### config.mk
export PLATFORM = sky130hd
export DESIGN_NAME = erbr_hdr_check
export DESIGN_NICKNAME = d
export VERILOG_FILES = /design/src/design/erbr_pkg.sv /design/src/design/erbr_hdr_check.sv
export SDC_FILE = /design/constraint.sdc
export NUM_CORES = 1
export LEC_CHECK = 0
export ABC_AREA = 1
export BUFFER_PORTS_ARGS = -buffer_cell sky130_fd_sc_hd__buf_2
export CORE_ASPECT_RATIO = 2
export CORE_MARGIN = 2
export CORE_UTILIZATION = 45
export DETAILED_ROUTE_END_ITERATION = 8
export PLACE_DENSITY = 0.74
export REMOVE_ABC_BUFFERS = 1
export SETUP_SLACK_MARGIN = 0.05
export SLEW_MARGIN = 10
export SYNTH_ARGS = -nofsm -noshare
export SYNTH_HDL_FRONTEND = slang
export SYNTH_SLANG_ARGS = --single-unit
### constraint.sdc
create_clock -name vclk -period 16.6
set_input_delay 3.32 -clock vclk [all_inputs]
set_output_delay 3.32 -clock vclk [all_outputs]
set_load 0.05 [all_outputs]
### src/design/erbr_pkg.sv
// Shared types, constants and helpers for the event ring buffer reader.
package erbr_pkg;

  localparam int DEPTH           = 4096;
  localparam int MAX_EVENT_WORDS = 64;
  localparam int PTR_W           = $clog2(DEPTH);
  localparam int RS_W            = PTR_W + 1;
  localparam int CFG_W           = 13;
  localparam int N_W             = $clog2(MAX_EVENT_WORDS + 1);
  localparam int WORD_W          = 32;

  typedef enum logic [2:0] {
    STATUS_OK     = 3'd0,
    STATUS_LOCKED = 3'd1,
    STATUS_EMPTY  = 3'd2,
    STATUS_FAILED = 3'd3,
    STATUS_FULL   = 3'd4
  } status_t;

  typedef enum logic [1:0] {
    FILL_EMPTY = 2'd0,
    FILL_FREE  = 2'd1,
    FILL_FULL  = 2'd2
  } fill_t;

  typedef enum logic {
    FUNC_WRITE = 1'b0,
    FUNC_READ  = 1'b1
  } func_t;

  // Result of the header check handed back to the controller.
  typedef struct packed {
    logic             ok;
    logic [N_W-1:0]   n;
    logic [PTR_W-1:0] newrp;
  } hdr_res_t;

  // Ring size in use: values below two act as two, values above DEPTH as DEPTH.
  function automatic logic [RS_W-1:0] ring_size(input logic [CFG_W-1:0] cfg);
    logic [RS_W-1:0] r;
    begin
      if (cfg < CFG_W'(2)) begin
        r = RS_W'(2);
      end else if (cfg > CFG_W'(DEPTH)) begin
        r = RS_W'(DEPTH);
      end else begin
        r = RS_W'(cfg);
      end
      return r;
    end
  endfunction

  // Pointer advance with wrap at the ring size.
  function automatic logic [PTR_W-1:0] ptr_inc(input logic [PTR_W-1:0] p,
                                               input logic [RS_W-1:0] r);
    logic [RS_W-1:0] s;
    begin
      s = {1'b0, p} + RS_W'(1);
      return (s >= r) ? '0 : s[PTR_W-1:0];
    end
  endfunction

endpackage

### src/design/erbr_hdr_check.sv
// Event header check: length decode and overrun test against the write pointer.
module erbr_hdr_check (
  input  logic [erbr_pkg::WORD_W-1:0] hdr,
  input  logic [erbr_pkg::PTR_W-1:0]  rp,
  input  logic [erbr_pkg::PTR_W-1:0]  wp,
  input  logic [erbr_pkg::RS_W-1:0]   rsize,
  output erbr_pkg::hdr_res_t          res
);

  logic [erbr_pkg::WORD_W-3:0] len;
  logic                        len_ok;
  logic [erbr_pkg::RS_W-1:0]   ev_end;
  logic [erbr_pkg::RS_W-1:0]   ev_wrap;

  always_comb begin
    // The header counts bytes; partial words are dropped.
    len     = hdr[erbr_pkg::WORD_W-1:2];
    len_ok  = (len != '0) && (len <= (erbr_pkg::WORD_W-2)'(erbr_pkg::MAX_EVENT_WORDS));
    ev_end  = {1'b0, rp} + erbr_pkg::RS_W'(len[erbr_pkg::N_W-1:0]);
    ev_wrap = ev_end - rsize;
    res.n     = len[erbr_pkg::N_W-1:0];
    res.ok    = 1'b0;
    res.newrp = ev_end[erbr_pkg::PTR_W-1:0];
    if (len_ok) begin
      if (rp >= wp) begin
        if (ev_end < rsize) begin
          res.ok = 1'b1;
        end else if (ev_wrap <= {1'b0, wp}) begin
          res.ok    = 1'b1;
          res.newrp = ev_wrap[erbr_pkg::PTR_W-1:0];
        end
      end else if (ev_end <= {1'b0, wp}) begin
        res.ok = 1'b1;
      end
    end
  end

endmodule

* Word level (Yosys, flattened, before mapping)
Index checks and enable logic that the tools add are counted.
Cells by class: $add $sub $neg 2, $lt $le $gt $ge 5, multiplexer cells 9, reductions and logical operators 2
Operators with widths (count):
- 12-bit 2-to-1 mux | 4
- 30-bit by 7-bit less-or-equal comparator with 1-bit output (second input constant) | 1
- 30-bit nonzero test | 1
- 13-bit by 12-bit less-or-equal comparator with 1-bit output | 2
- 12-bit by 7-bit adder with 13-bit output | 1
- 13-bit < comparator | 1
- 13-bit subtractor | 1
- 12-bit >= comparator | 1
- 1-bit 2-to-1 mux | 5
- 1-bit logical AND | 1
Word-level totals: flip-flop bits (word level) 0, output and inout bits 20

* Logic depth before layout (Yosys ltp)
depth in word-level cells 7, depth in mapped cells 27

* Worst setup path after synthesis
No wires, ideal clock.
path type input to output, from input port hdr[2] (netlist bit), to output port res[19] (netlist bit), data arrival time 6.939 ns, data required time 13.280 ns, setup slack 6.341 ns, cell stages on the path 22, path buffers 0, cells stage by stage ha_1 > fa_1 > nand3_1 > nand2_1 > xor2_1 > ha_1 > a21oi_1 > a21boi_2 > o21ai_1 > xor2_1 > ha_1 > nand2_1 > nor2_1 > nor2_1 > nand3_1 > nand2_1 > nand2_1 > nand2_1 > nand2_1 > a21oi_2 > nor2_1 > nor2_1
RTL lines:
- start: declaration | line erbr_hdr_check.sv:3 | input logic [erbr_pkg::WORD_W-1:0] hdr,
- end: declaration | line erbr_hdr_check.sv:7 | output erbr_pkg::hdr_res_t res

==> results.md <==
* Drt first-iter violations at 39
* Final ANT Viol Nets at 0
* Final Critical Period at 11100 ps
* Slowest CP cell: a21oi_2
* Crit path required time at 13280 ps
* Post-synth top cells: 86 x nand2_1, 56 x ha_1, 52 x inv_1
* Largest stage delay, worst path at 460 ps
* Max cap viols at 0
* Crit path DAT at 7780 ps
* Fin nets at 579
* Slew HR at 64.5%
* Synth Warn # at 0
* Largest net degree at the start of global routing at 14
* Wire per inst at 13.1 um
* Syn_area_per_cell at 6.31 um^2
* Max rail drop VDD at 47.8 uV
* CTS Hold Bufs at 0
* Hold Path End: res[16]
* Slew Limit Fails at 0
* IO Count at 89
* Setup Total Neg Slack at 0 ps
* Worst slew pin tran at 533 ps
* Syn-to-layout area delta at 19.1%
* CP delay by family, top: adder cells
* Total GRT Usage at 24.0%
* Cells along the critical path: buf_2, ha_1, fa_1, nand3_1, nand2_1, xor2_1, ha_1, a21oi_1, a21boi_2, o21ai_1, xor2_1, ha_1, nand2_1, nor2_1, nor2_1, nand3_1, nand2_1, nand2_1, nand2_1, nand2_1, a21oi_2, nand4_1, nand2_1, buf_2
* Leakage Power at 1.64 nW
* FF+latch count at 0
* Crit path capture type: primary output
* Sequential area share after synthesis at 0%
* Die area at 0.00583 mm^2
* Die width at 55 um
* Initial antenna violation count at 0
* Unrepaired setup endpoints after global routing: false
* Worst setup path class: input port to primary output
* CP Max Fanout at 13
* HP Start: hdr[6]
* Synth cell types at 28
* Pwr per Cell Area at 62.7 mW/mm^2
* Routability cong. at 0.902
* Number of clock buffers in the layout at 0
* Post-synthesis cell area at 0.00234 mm^2
* First-pass GRT wire length at 10800 um
* Post-DP HPWL at 6040 um
* CORE AREA at 0.00509 mm^2
* Pwr Total at 0.000175 W
* Fin crit share at 66.8%
* Residual DRC count at 0
* Vias in the first global route at 2632
* CP most frequent cell: nand2_1
* Share of cells above drive strength 1 at 23.3%
* Grt ovf at 0
* Post-CTS Setup Inserts at 0
* Critical path buffers and inverters at 2
* Die Span Y at 106 um
* Hold Path Cell Cnt at 2
* Area contributors post-synth: ha_1 30%, nand2_1 14%, inv_1 8.3%
* Via count at 2698
* Drt via density at 5.31
* Antenna Cells at 0
* Router iterations before antenna repair at 4
* Cell Rows at 37
* Cell count after synthesis at 371
* Hold/Removal Path Class: input port to primary output
* Starting Density at 46.0%
* Worst setup startpoint: hdr[2]
* Post_cts resized at 0
* Setup violations, final at 0
* Startpoint class of the critical path: input port
* Count leader, synth: nand2_1
* Seq. cell area at 0 um^2
* PortBufs at 87
* Fin. Hold Viols at 0
* Largest area contributor in the netlist: ha_1
* Status: complete, no violations
* Fmax at 90.1 MHz
* WL final at 6670 um
* Top cell type's share of synthesized area at 29.9%
-- area by class of cell --
cell class | count | area [um^2]
fill | 584 | 2300
multi-input combinational | 307 | 2070
timing repair buffer | 87 | 435
inverter | 56 | 213
tap | 58 | 72.6
-- cell families (layout without fill, tap and decap cells) --
family | count (synthesis) | count (layout) | share of synthesized area (%)
simple gates | 176 | 176 | 36.3
compound gates | 52 | 52 | 12.5
fa+ha+maj | 58 | 58 | 31.6
buf+inv | 64 | 143 | 11.7
xor+xnor | 21 | 21 | 7.86
-- cell usage in the layout, fill, tap and decap left out, types with 2 or more instances in the layout --
| cell type | count |
|---|---|
| nand2_1 | 86 |
| nor4_2 | 2 |
| nand4_4 | 2 |
| buf_2 | 87 |
| inv_2 | 2 |
| ha_1 | 56 |
| inv_1 | 52 |
| o21ai_1 | 5 |
| o21a_1 | 2 |
| nor2_1 | 30 |
| xor2_1 | 14 |
| nand4_1 | 21 |
| nand2_2 | 3 |
| nand3_1 | 24 |
| a21oi_2 | 2 |
| a21oi_1 | 31 |
| fa_1 | 2 |
| clkinv_2 | 2 |
| nand3b_1 | 2 |
| nor4_1 | 2 |
| o21ai_0 | 9 |
| xnor2_1 | 7 |
| nor3_4 | 2 |
-- power breakdown --
group          internal (W)  total, W  switching (W)
sequential                0         0              0
clock                     0         0              0
combinational     0.0000597  0.000175       0.000115
-- stage by stage --
stage	area [um^2]	util, %	cells	hold slack (ps)	setup slack (ps)
after floorplan	2280	-	363	6640	6140
after global placement	2790	54.8	508	6950	5610
after detailed placement	2790	54.8	508	6960	5570
after CTS	2790	54.8	508	6960	5550
after global routing	2790	54.8	508	6960	5090
final	2790	54.8	508	6950	5500
-- layer usage --
layer	share of wire, %	vias up	routed length, um	global-route usage (%)
met2	55	83	3700	48.7
met4	4.5	0	298	8.36
met5	0	-	0	0
met3	4.8	19	321	0.702
li1	-	1413	-	-
met1	35	1183	2350	22.8
-- how the worst max path moves through the flow --
stage                    to  slack [ps]  cells past startpoint
CTS                  res[3]        5550                     24
detailed placement   res[3]        5570                     24
finish               res[3]        5500                     24
global placement     res[3]        5610                     24
global route         res[4]        5090                     27
floorplan           res[19]        6140                     22
(Power assumes the default switching activity.)
